--- config.mk ---
export PLATFORM = sky130hd
export DESIGN_NAME = earliest_free_server_assign
export DESIGN_NICKNAME = d
export VERILOG_FILES = /design/src/design/efsa_pkg.sv /design/src/design/earliest_free_server_assign.sv /design/src/design/efsa_cell.sv
export SDC_FILE = /design/constraint.sdc
export NUM_CORES = 1
export LEC_CHECK = 0
export ABC_AREA = 1
export BUFFER_PORTS_ARGS = -buffer_cell sky130_fd_sc_hd__buf_2
export CORE_MARGIN = 4
export CORE_UTILIZATION = 40
export CTS_BUF_LIST = sky130_fd_sc_hd__clkbuf_16
export DETAILED_ROUTE_END_ITERATION = 10
export PLACE_DENSITY = 0.59
export SYNTH_ARGS = -nofsm -noshare
export SYNTH_HDL_FRONTEND = slang
export SYNTH_SLANG_ARGS = --single-unit
--- constraint.sdc ---
create_clock -name i_clk -period 5.75 [get_ports i_clk]
set_input_delay 0.2875 -clock i_clk [delete_from_list [all_inputs] [get_ports i_clk]]
set_output_delay 0.2875 -clock i_clk [all_outputs]
set_load 0.01 [all_outputs]
--- src/design/efsa_pkg.sv ---
`default_nettype none

package efsa_pkg;

    localparam int OUT_SERVER_BITS = 5;
    localparam int OUT_TIME_BITS   = 32;
    localparam int DUR_BITS        = 16;
    localparam int CFG_BITS        = 5;

    localparam logic [CFG_BITS-1:0] ACTIVE_RESET = 5'd16;

    localparam logic OP_CLEAR = 1'b0;
    localparam logic OP_JOB   = 1'b1;

    typedef enum logic [2:0] {
        S_IDLE = 3'b001,
        S_SCAN = 3'b010,
        S_UPD  = 3'b100
    } t_state;

    // Shared control for every cell of the ring.
    typedef struct packed {
        logic shift;
        logic clr;
    } t_cell_ctrl;

endpackage

`default_nettype wire

--- src/design/earliest_free_server_assign.sv ---
`default_nettype none

// Channel   Direction  Ports                                          Handshake
// job       in         i_op, i_duration                               start && !busy
// result    out        o_assigned_server, o_next_server,              o_valid strobe
//                      o_next_free_time, o_saturated
// config    in         i_cfg_data                                     i_cfg_valid && o_cfg_ready
//
// For a job, the ring of busy times rotates once past the compare at its head,
// the update state writes the chosen server's new time, and the result follows
// in the next cycle. A clear leaves busy low, so another item may follow at once.
// Reset is synchronous and active low; it zeroes every busy time and sets the
// active server count to 16. The result is a single-cycle strobe and cannot stall.

module earliest_free_server_assign
    import efsa_pkg::*;
#(
    parameter int MAX_SERVERS = 16,
    parameter int TIME_BITS   = 32
) (
    input  wire logic                       i_clk,
    input  wire logic                       i_rst_n,
    input  wire logic                       start,
    output logic                            busy,
    input  wire logic                       i_op,
    input  wire logic [DUR_BITS-1:0]        i_duration,
    input  wire logic                       i_cfg_valid,
    output logic                            o_cfg_ready,
    input  wire logic [CFG_BITS-1:0]        i_cfg_data,
    output logic                            o_valid,
    output logic [OUT_SERVER_BITS-1:0]      o_assigned_server,
    output logic [OUT_SERVER_BITS-1:0]      o_next_server,
    output logic [OUT_TIME_BITS-1:0]        o_next_free_time,
    output logic                            o_saturated
);

    localparam int IDXW = (MAX_SERVERS > 1) ? $clog2(MAX_SERVERS) : 1;
    localparam int LW   = (IDXW + 1 > CFG_BITS) ? IDXW + 1 : CFG_BITS;
    localparam int SW   = ((TIME_BITS > DUR_BITS) ? TIME_BITS : DUR_BITS) + 1;
    localparam logic [TIME_BITS-1:0] TMAX = {TIME_BITS{1'b1}};

    t_state                  r_state;
    t_state                  n_state;
    logic [CFG_BITS-1:0]     r_active;
    logic [IDXW-1:0]         r_cnt;
    logic [DUR_BITS-1:0]     r_dur;
    logic [TIME_BITS-1:0]    r_t1;
    logic [IDXW-1:0]         r_i1;
    logic [TIME_BITS-1:0]    r_t2;
    logic [IDXW-1:0]         r_i2;
    logic                    r_v2;

    logic                    r_out_valid;
    logic [OUT_SERVER_BITS-1:0] r_out_asg;
    logic [OUT_SERVER_BITS-1:0] r_out_next;
    logic [OUT_TIME_BITS-1:0]   r_out_time;
    logic                       r_out_sat;

    t_cell_ctrl              cell_ctrl;
    logic [TIME_BITS-1:0]    cell_val [MAX_SERVERS];
    logic                    accept;
    logic                    last;
    logic [LW-1:0]           n_eff;
    logic                    head_active;
    logic [TIME_BITS-1:0]    head;
    logic [SW-1:0]           sum;
    logic                    sat;
    logic [TIME_BITS-1:0]    new_time;
    logic                    pick2;
    logic [IDXW-1:0]         next_idx;
    logic [TIME_BITS-1:0]    next_time;
    logic [LW-1:0]           asg_num;
    logic [LW-1:0]           next_num;
    logic [63:0]             next_time_w;

    assign accept      = start && !busy;
    assign busy        = (r_state != S_IDLE);
    assign o_cfg_ready = 1'b1;
    assign last        = (r_cnt == IDXW'(MAX_SERVERS - 1));
    assign head        = cell_val[0];

    // A count of zero acts as one, and a count above the ring size as the ring size.
    always_comb begin
        n_eff = (r_active == '0) ? LW'(1) : LW'(r_active);
        if (n_eff > LW'(MAX_SERVERS)) begin
            n_eff = LW'(MAX_SERVERS);
        end
    end

    assign head_active = (LW'(r_cnt) < n_eff);

    assign cell_ctrl.shift = (r_state == S_SCAN);
    assign cell_ctrl.clr   = accept && (i_op == OP_CLEAR);

    for (genvar g = 0; g < MAX_SERVERS; g++) begin : g_ring
        efsa_cell #(
            .TIME_BITS(TIME_BITS)
        ) u_cell (
            .i_clk      (i_clk),
            .i_rst_n    (i_rst_n),
            .i_ctrl     (cell_ctrl),
            .i_wr       ((r_state == S_UPD) && (r_i1 == IDXW'(g))),
            .i_wr_data  (new_time),
            .i_shift_in (cell_val[(g + 1) % MAX_SERVERS]),
            .o_value    (cell_val[g])
        );
    end

    // New time of the chosen server, clipped at the maximum.
    assign sum      = SW'(r_t1) + SW'(r_dur);
    assign sat      = (sum >= SW'(TMAX));
    assign new_time = sat ? TMAX : sum[TIME_BITS-1:0];

    // The next pick is either the updated server or the best of the other active servers.
    assign pick2     = r_v2 && ((r_t2 < new_time) || ((r_t2 == new_time) && (r_i2 < r_i1)));
    assign next_idx  = pick2 ? r_i2 : r_i1;
    assign next_time = pick2 ? r_t2 : new_time;
    assign asg_num   = LW'(r_i1) + LW'(1);
    assign next_num  = LW'(next_idx) + LW'(1);
    assign next_time_w = 64'(next_time);

    always_comb begin
        n_state = r_state;
        unique case (r_state)
            S_IDLE: begin
                if (accept && (i_op == OP_JOB)) begin
                    n_state = S_SCAN;
                end
            end
            S_SCAN: begin
                if (last) begin
                    n_state = S_UPD;
                end
            end
            S_UPD: begin
                n_state = S_IDLE;
            end
            default: begin
                n_state = S_IDLE;
            end
        endcase
    end

    always_ff @(posedge i_clk) begin
        if (!i_rst_n) begin
            r_state     <= S_IDLE;
            r_active    <= ACTIVE_RESET;
            r_cnt       <= '0;
            r_out_valid <= 1'b0;
        end else begin
            r_state     <= n_state;
            r_out_valid <= 1'b0;
            if (i_cfg_valid && o_cfg_ready) begin
                r_active <= i_cfg_data;
            end
            if (r_state == S_SCAN) begin
                r_cnt <= last ? '0 : r_cnt + IDXW'(1);
            end else begin
                r_cnt <= '0;
            end
            if (cell_ctrl.clr || (r_state == S_UPD)) begin
                r_out_valid <= 1'b1;
            end
        end
    end

    // Running best and second best over the servers as they pass the head.
    always_ff @(posedge i_clk) begin
        if (accept) begin
            r_dur <= i_duration;
        end
        if (r_state == S_SCAN) begin
            if (r_cnt == '0) begin
                r_t1 <= head;
                r_i1 <= '0;
                r_v2 <= 1'b0;
            end else if (head_active) begin
                if (head < r_t1) begin
                    r_t2 <= r_t1;
                    r_i2 <= r_i1;
                    r_v2 <= 1'b1;
                    r_t1 <= head;
                    r_i1 <= r_cnt;
                end else if (!r_v2 || (head < r_t2)) begin
                    r_t2 <= head;
                    r_i2 <= r_cnt;
                    r_v2 <= 1'b1;
                end
            end
        end
        if (cell_ctrl.clr) begin
            r_out_asg  <= '0;
            r_out_next <= OUT_SERVER_BITS'(1);
            r_out_time <= '0;
            r_out_sat  <= 1'b0;
        end else if (r_state == S_UPD) begin
            r_out_asg  <= asg_num[OUT_SERVER_BITS-1:0];
            r_out_next <= next_num[OUT_SERVER_BITS-1:0];
            r_out_time <= next_time_w[OUT_TIME_BITS-1:0];
            r_out_sat  <= sat;
        end
    end

    assign o_valid           = r_out_valid;
    assign o_assigned_server = r_out_asg;
    assign o_next_server     = r_out_next;
    assign o_next_free_time  = r_out_time;
    assign o_saturated       = r_out_sat;

    a_upd_gives_result: assert property (@(posedge i_clk) disable iff (!i_rst_n)
        (r_state == S_UPD) |=> o_valid)
        else $error("update cycle did not produce a result");

    a_scan_ends: assert property (@(posedge i_clk) disable iff (!i_rst_n)
        ((r_state == S_SCAN) && last) |=> (r_state == S_UPD))
        else $error("ring pass did not end in the update cycle");

    a_clear_result: assert property (@(posedge i_clk) disable iff (!i_rst_n)
        (accept && (i_op == OP_CLEAR)) |=> (o_valid && (o_assigned_server == '0)
            && (o_next_free_time == '0) && !o_saturated))
        else $error("clear did not report an empty assignment");

    a_idle_after_result: assert property (@(posedge i_clk) disable iff (!i_rst_n)
        (r_state == S_UPD) |=> !busy)
        else $error("block still busy when a job result is shown");

endmodule

`default_nettype wire

--- src/design/efsa_cell.sv ---
`default_nettype none

module efsa_cell
    import efsa_pkg::*;
#(
    parameter int TIME_BITS = 32
) (
    input  wire logic                 i_clk,
    input  wire logic                 i_rst_n,
    input  wire t_cell_ctrl           i_ctrl,
    input  wire logic                 i_wr,
    input  wire logic [TIME_BITS-1:0] i_wr_data,
    input  wire logic [TIME_BITS-1:0] i_shift_in,
    output logic      [TIME_BITS-1:0] o_value
);

    logic [TIME_BITS-1:0] r_value;
    logic [TIME_BITS-1:0] n_value;

    always_comb begin
        n_value = r_value;
        if (i_ctrl.clr) begin
            n_value = '0;
        end else if (i_wr) begin
            n_value = i_wr_data;
        end else if (i_ctrl.shift) begin
            n_value = i_shift_in;
        end
    end

    always_ff @(posedge i_clk) begin
        if (!i_rst_n) begin
            r_value <= '0;
        end else begin
            r_value <= n_value;
        end
    end

    assign o_value = r_value;

endmodule

`default_nettype wire

==> results.toml, run 1 <==
[worst_setup_path]
cp-start-kind = "flop"
end_kind = "flop"
cp.required_ps = 6270
cpMostUsedCell = "nand2_1"
cpPeakStageDelay_ps = 380
rr_endpoint = "o_next_server[1]"
path_class = "flop to flop"
r2r_slack_ps = 600
cp_slowest_cell = "fa_1"
rr_worst_depth = 30
cp_max_fo = 21
regToRegStartpoint = "r_t1[0]"
arrival_ps = 5670

[finish]
finalCoreUtilization = 0.440
antenna_cells = 0
final_area_sq_um = 39700
n_fill_cell = 9246
fin_cells = 6412
fin_nets = 5332
drive_above_1_share = 0.0565
syn2layout_area_growth_pct = 8.88

[logic_synthesis]
synth_xor_area_frac = 0.000962
yosys_register_bits = 657
yosys_warnings = 0
ys_types = 44
yosys.area_share.simple = 0.314
netlist_area_sq_um = 36400
synth-edff-count = 89
avgSynthCellArea_sq_um = 6.80
synth_compound_area_frac = 0.119
synth_fa_ha_area_frac = 0.0428
muxShareOfSynthArea = 0.00357
synth_top_family_by_area = "simple AND/OR/NAND/NOR gates"
ys_seq_area_frac = 0.386
synthArstFlopShare = 0
syn_inst = 5361
synth_nets = 5511
yosys_most_used_dff = "dfxtp_1"

[cts]
cts_tree = "yes"
clkTransAtPathRegs_ps = 60
cts_root_buf = "clkbuf_16"
cts_setup_buffers = 0
numCtsBuffers = 78
cts_sinks = 657
cts_max_level = 3
clock_latency_ps = 640
clockBufferDepth = 3

[floorplanning]
rows = 110
initial_core_util = 0.404
die_width_um = 310
die_h_um = 310
ios = 72
dieArea_sq_um = 96000
core_area_sq_um = 90100

[route]
viasPerCell = 5.58
drtIter0Drc = 4234
vias = 35800
drc = 0
drt-total-wl_um = 124000
dr.pass1.iters = 6
wl_per_cell_um = 19.4
final_antenna_net_count = 0

[global_route]
overflow = 0
antenna_found_initial = 1
grt.total_usage = 0.250
grt_pass1_vias = 32900
grt_pass1_wl_um = 193000
grt_max_degree = 229

[run]
drv_cap = 0

[power_and_ir_drop]
power_switching_w = 0.00275
ir_drop_v = 0.000205
p_leak_nw = 17.8
p_clk_frac = 0.456
combinationalPowerShare = 0.088
p_int_w = 0.00750
swShare = 0.268
p_per_area_nw_per_um2 = 258
power_frac_seq = 0.456

[hold_path]
min_to = "r_dur[1]"
min_from = "start"
hold_class = "primary input to flop"
hold_depth = 4

[sta]
drv_slew = 0
skew_ps = 31.9
finalSetupTns_ps = 0
relSlewSlack = 0.203
setup_viol = 0
period_minus_slack_ps = 5150
hold_viol_final = 0
holdWs_ps = 266
tightest_slew_ps = 1200
finalCritPeriodShare = 0.896
rsz0062_at_grt = "false"
max_freq_mhz = 194

[placed_design]
dp_cells = 6248
port_buffers = 70
dpl.hpwl_um = 72500
gp_congestion = 0.914
placed_area_sq_um = 37000

[status]
status = "finished, final reports clean"
[logic make-up after synthesis]
logic type / Yosys count
AOI/OAI and AO/OA: 717
other: 1
and+or+nand+nor: 2658
DFF: 657
adders and majority gates: 124
xor gates and xnor gates: 4
buffers and inverters: 1187
muxes: 13
[layout by cell type (no fill, tap or decap), types with 5 or more instances in the layout]
master / count
nand2_1: 1879
inv_1: 735
dfxtp_1: 568
nand4_1: 531
a31oi_1: 470
nor2_1: 133
ha_1: 123
o21ai_0: 110
a21oi_1: 92
edfxtp_1: 89
clkbuf_16: 83
buf_2: 70
buf_4: 69
nand3_1: 67
clkinv_1: 35
dlygate4sd3_1: 30
a311oi_1: 23
nor2_2: 16
clkinv_2: 15
mux2i_1: 13
buf_12: 10
inv_2: 9
nor3_1: 9
nand2_2: 7
o211ai_1: 5
[per-stage QoR]
| stage | total power (W) | setup slack (ps) |
|---|---|---|
| 2_1_floorplan | 0.00531 | 1030 |
| 3_3_place_gp | 0.00563 | 224 |
| 3_5_place_dp | 0.00563 | 108 |
| 4_1_cts | 0.0103 | 80.6 |
| 5_1_grt | 0.0106 | 61.7 |
| 6_report | 0.0102 | 599 |
[critical path: cells and delay by family, from the launching register on]
kind | cells | cell delay [ps]
and+or+nand+nor | 20 | 2580
adders and majority gates | 4 | 1200
buffers and inverters | 4 | 430
DFF | 1 | 340
xor gates and xnor gates | 1 | 300
AOI/OAI and AO/OA | 1 | 160
[layer usage]
| layer | up-vias | global-route usage | part of all wire |
|---|---|---|---|
| li1 | 17400 | - | - |
| met4 | 2 | 0.0797 | 0.028 |
| met1 | 16900 | 0.354 | 0.45 |
| met3 | 208 | 0.0294 | 0.068 |
| met2 | 1322 | 0.398 | 0.45 |
| met5 | - | 0 | 0.00010 |
[cells in the mapped netlist, types with 2 or more instances]
library cell / count / area share
o31ai_1: 2 / 0.00041
o21ai_0: 110 / 0.015
clkbuf_1: 345 / 0.036
a22oi_1: 3 / 0.00062
buf_2: 5 / 0.00069
edfxtp_1: 89 / 0.073
nand2_1: 1884 / 0.19
nand2_2: 5 / 0.00086
clkinv_1: 25 / 0.0026
nor3_1: 10 / 0.0014
buf_1: 32 / 0.0033
nand4_1: 531 / 0.091
dfxtp_1: 568 / 0.31
mux2i_1: 13 / 0.0036
xor2_1: 4 / 0.00096
a21oi_1: 93 / 0.013
o21a_1: 3 / 0.00062
inv_2: 5 / 0.00052
buf_6: 55 / 0.017
o211ai_1: 5 / 0.0010
inv_1: 719 / 0.074
nand3_1: 68 / 0.0093
a31oi_1: 470 / 0.081
nor2_1: 149 / 0.015
nor4_1: 4 / 0.00069
a311oi_1: 23 / 0.0055
a211oi_1: 2 / 0.00041
ha_1: 123 / 0.042
[power by group through the flow]
stage / registers (W) / logic [W] / clock network, W
after floorplan: 0.00477 / 0.000538 / 0
after global placement: 0.00478 / 0.000857 / 0
after detailed placement: 0.00478 / 0.000857 / 0
after CTS: 0.00468 / 0.000876 / 0.00475
after global routing: 0.00468 / 0.000965 / 0.00493
final: 0.00468 / 0.000903 / 0.00467
[area by class of cell]
class	instances	area, sq um	area share
Tap cell	1176	1470	0.0371
Clock inverter	51	263	0.00662
Multi-Input combinational cell	3517	17600	0.444
Sequential cell	657	14000	0.354
Inverter	749	2820	0.0711
Clock buffer	83	2080	0.0524
Timing Repair Buffer	179	1370	0.0345
[repair_timing]
item / in CTS / in global routing
gates resized for setup: 0 / 5
setup endpoints to repair: 0 / 37
hold endpoints to repair: 23 / 0
hold buffers: 30 / 0
[state kept, by name, indices dropped and copies added, names as in the netlist, 4 cells and up]
| register | count |
|---|---|
| g_ring.u_cell.o_value | 512 |
| o_assigned_server | 5 |
| o_next_free_time | 32 |
| o_next_server | 5 |
| r_active | 5 |
| r_cnt | 4 |
| r_dur | 16 |
| r_i1 | 4 |
| r_i2 | 4 |
| r_t1 | 32 |
| r_t2 | 32 |
[how the worst max path moves through the flow]
stage / from / end
2_1_floorplan: r_t1[0] / o_next_server[1]
3_3_place_gp: r_t1[0] / o_next_server[1]
3_5_place_dp: r_t1[0] / o_next_server[1]
4_1_cts: r_t1[0] / o_next_free_time[16]
5_1_grt: r_t1[0] / o_next_server[1]
6_report: r_t1[0] / o_next_server[1]
(Power assumes the default switching activity.)
==> run 2: changes to the inputs <==
Settings changed: SYNTH_HIERARCHICAL from default to 1, TNS_END_PERCENT from default to 100.
==> run 2 against run 1 <==
Net effect: non-clock buffer count decreased by 19; utilization up 0.11 points; area after synthesis down 1.2%; worst setup slack worse by 230 ps; clock power increased by 9.4%; hold slack got worse by 23 ps; final cell count rose by 1.9%; fmax shrank 4.4%; global-route usage down 0.66 points.
==> results.toml, run 2 <==
[cts]
cts_tree = "yes"
numCtsBuffers = 78
clkTransAtPathRegs_ps = 60
cts_setup_buffers = 0
cts_max_level = 3
clock_latency_ps = 630
clockBufferDepth = 3
cts_root_buf = "clkbuf_16"
cts_sinks = 657

[logic_synthesis]
yosys_warnings = 6
post-synth-top-count-cell = "nand2_1"
yosys-top-cells-count = "nand2_1, nand3_1, inv_1, dfxtp_1, nor2_1"
yosys_register_bits = 657
synth_nets = 5528
ys_seq_area_frac = 0.390
synth-edff-count = 89
yosysTopAreaCell = "dfxtp_1"
netlist_area_sq_um = 36000
avgSynthCellArea_sq_um = 6.69
yosys_most_used_dff = "dfxtp_1"
syn_inst = 5378
synth.area.top_cells = "dfxtp_1, nand2_1, nand3_1"
synthArstFlopShare = 0
ys_types = 45
yosysTopAreaCellShare = 0.316

[placed_design]
gp_congestion = 0.922
dpl.hpwl_um = 77600
preCtsSetupSlack_ps = 334
port_buffers = 70

[power_and_ir_drop]
p_leak_nw = 21.4
ir_drop_v = 0.000185
p_per_area_nw_per_um2 = 267

[global_route]
antenna_found_initial = 2
busiest_layer = "met2"
overflow = 0
use_met2 = 0.395
grt.total_usage = 0.243
grt_pass1_vias = 30600
grt_max_degree = 197
grt_util_met3 = 0.0479
grt_pass1_wl_um = 181000
grtUsageMet1 = 0.331

[route]
vias = 33100
drtIter0Drc = 3080
viasPerCell = 5.07
wl_per_cell_um = 17.9
dr.pass1.iters = 6
final_antenna_net_count = 0
drc = 0
drt-total-wl_um = 117000

[sta]
setup_slack_ps = 365
drv_slew = 0
finalCritPeriodShare = 0.936
relSlewSlack = 0.133
skew_ps = 22.0
max_freq_mhz = 186
hold_viol_final = 0
tightest_slew_ps = 1300
period_minus_slack_ps = 5380
setup_viol = 0

[finish]
drive_above_1_share = 0.0605
n_fill_cell = 9308
syn2layout_area_growth_pct = 8.80
largest_reg_flops = 512
multi_input_area_sq_um = 16800
fin_nets = 5460
mostFrequentLayoutCells = "nand2_1, nand3_1, inv_1"
layout.area.seq_sq_um = 14000
final_common_cell = "nand2_1"
finalCoreUtilization = 0.441
antenna_cells = 0

[worst_setup_path]
cp_max_fo = 15
path_class = "flop to flop"
cpPeakStageDelay_ps = 460
arrival_ps = 5900
cp_slowest_cell = "edfxtp_1"
end_kind = "flop"
cp.required_ps = 6270
cpMostUsedCell = "nand2_1"
cp-start-kind = "flop"

[floorplanning]
die_width_um = 308
die_h_um = 308
rows = 109
initial_core_util = 0.405
core_area_sq_um = 88800
dieArea_sq_um = 94900
ios = 72

[run]
drv_cap = 0

[status]
status = "finished, final reports clean"

[hold_path]
hold_class = "primary input to flop"
-- run 2: changes by cell type after synthesis, moves of 24 or more --
cell      delta
buf_4       +82
a31oi_1    -468
clkinv_1    -24
clkbuf_1   -320
inv_1       +82
buf_2      +128
buf_1       -31
nand2_1     +52
nand4_1    -483
nand3_1   +1024
-- run 2: area by class of cell --
cell class              count  share of cell area
inverters                 822              0.0788
well taps                1165              0.0372
flip-flops and latches    657               0.359
clock buffers              81              0.0518
repair buffers            160              0.0290
clock inverters            58              0.0145
multi-input cells        3591               0.430
-- run 2: critical path: cells and delay by family, from the launching register on --
family	cells	cell delay (ps)
and+or+nand+nor	18	2660
adders and majority gates	3	1000
AOI/OAI and AO/OA	5	950
DFF	1	460
buffers and inverters	3	190
-- run 2: timing repair --
item                                    in CTS  in global routing
endpoints found under the setup margin       0                 34
endpoints found under the hold margin       22                  0
hold buffers                                28                  0
gates resized for setup                      0                  2
-- run 2: cells by family after synthesis --
family                     synth area share
adders and majority gates            0.0433
DFF                                   0.390
and+or+nand+nor                       0.391
buffers and inverters                 0.145
xor gates and xnor gates            0.00146
AOI/OAI and AO/OA                    0.0291
other                              0.000104
-- run 2: power breakdown --
| part | internal (W) | switching (W) |
|---|---|---|
| Sequential | 0.00466 | 0.0000115 |
| Combinational | 0.000130 | 0.000535 |
| Clock | 0.00304 | 0.00207 |
-- run 2: metal layers --
| layer | wire [um] | vias to the layer above | part of all wire |
|---|---|---|---|
| met2 | 53600 | 895 | 0.46 |
| met4 | 2860 | 0 | 0.024 |
| li1 | - | 16700 | - |
| met1 | 51900 | 15400 | 0.44 |
| met5 | 0 | - | 0 |
| met3 | 8630 | 172 | 0.074 |
-- run 2: final timing paths --
| path | start | endpoint | slack (ps) | depth (start not counted) |
|---|---|---|---|---|
| max | r_t1[4] | o_next_server[1] | 370 | 29 |
| min | start | r_dur[4] | 240 | 4 |
| max reg2reg | r_t1[4] | o_next_server[1] | 370 | 29 |
| min reg2reg | o_next_free_time[5] | o_next_free_time[5] | 450 | 2 |
-- run 2: through the flow --
stage	cells	TNS, ps	total power, W	cell area, sq um	hold WS, ps
after floorplan	5378	0	0.00515	36000	386
after global placement	6367	0	0.00542	36300	435
after detailed placement	6367	0	0.00542	36300	434
after CTS	6534	0	0.0105	39200	213
after global routing	6534	-15.8	0.0108	39200	238
final	6534	0	0.0104	39200	243
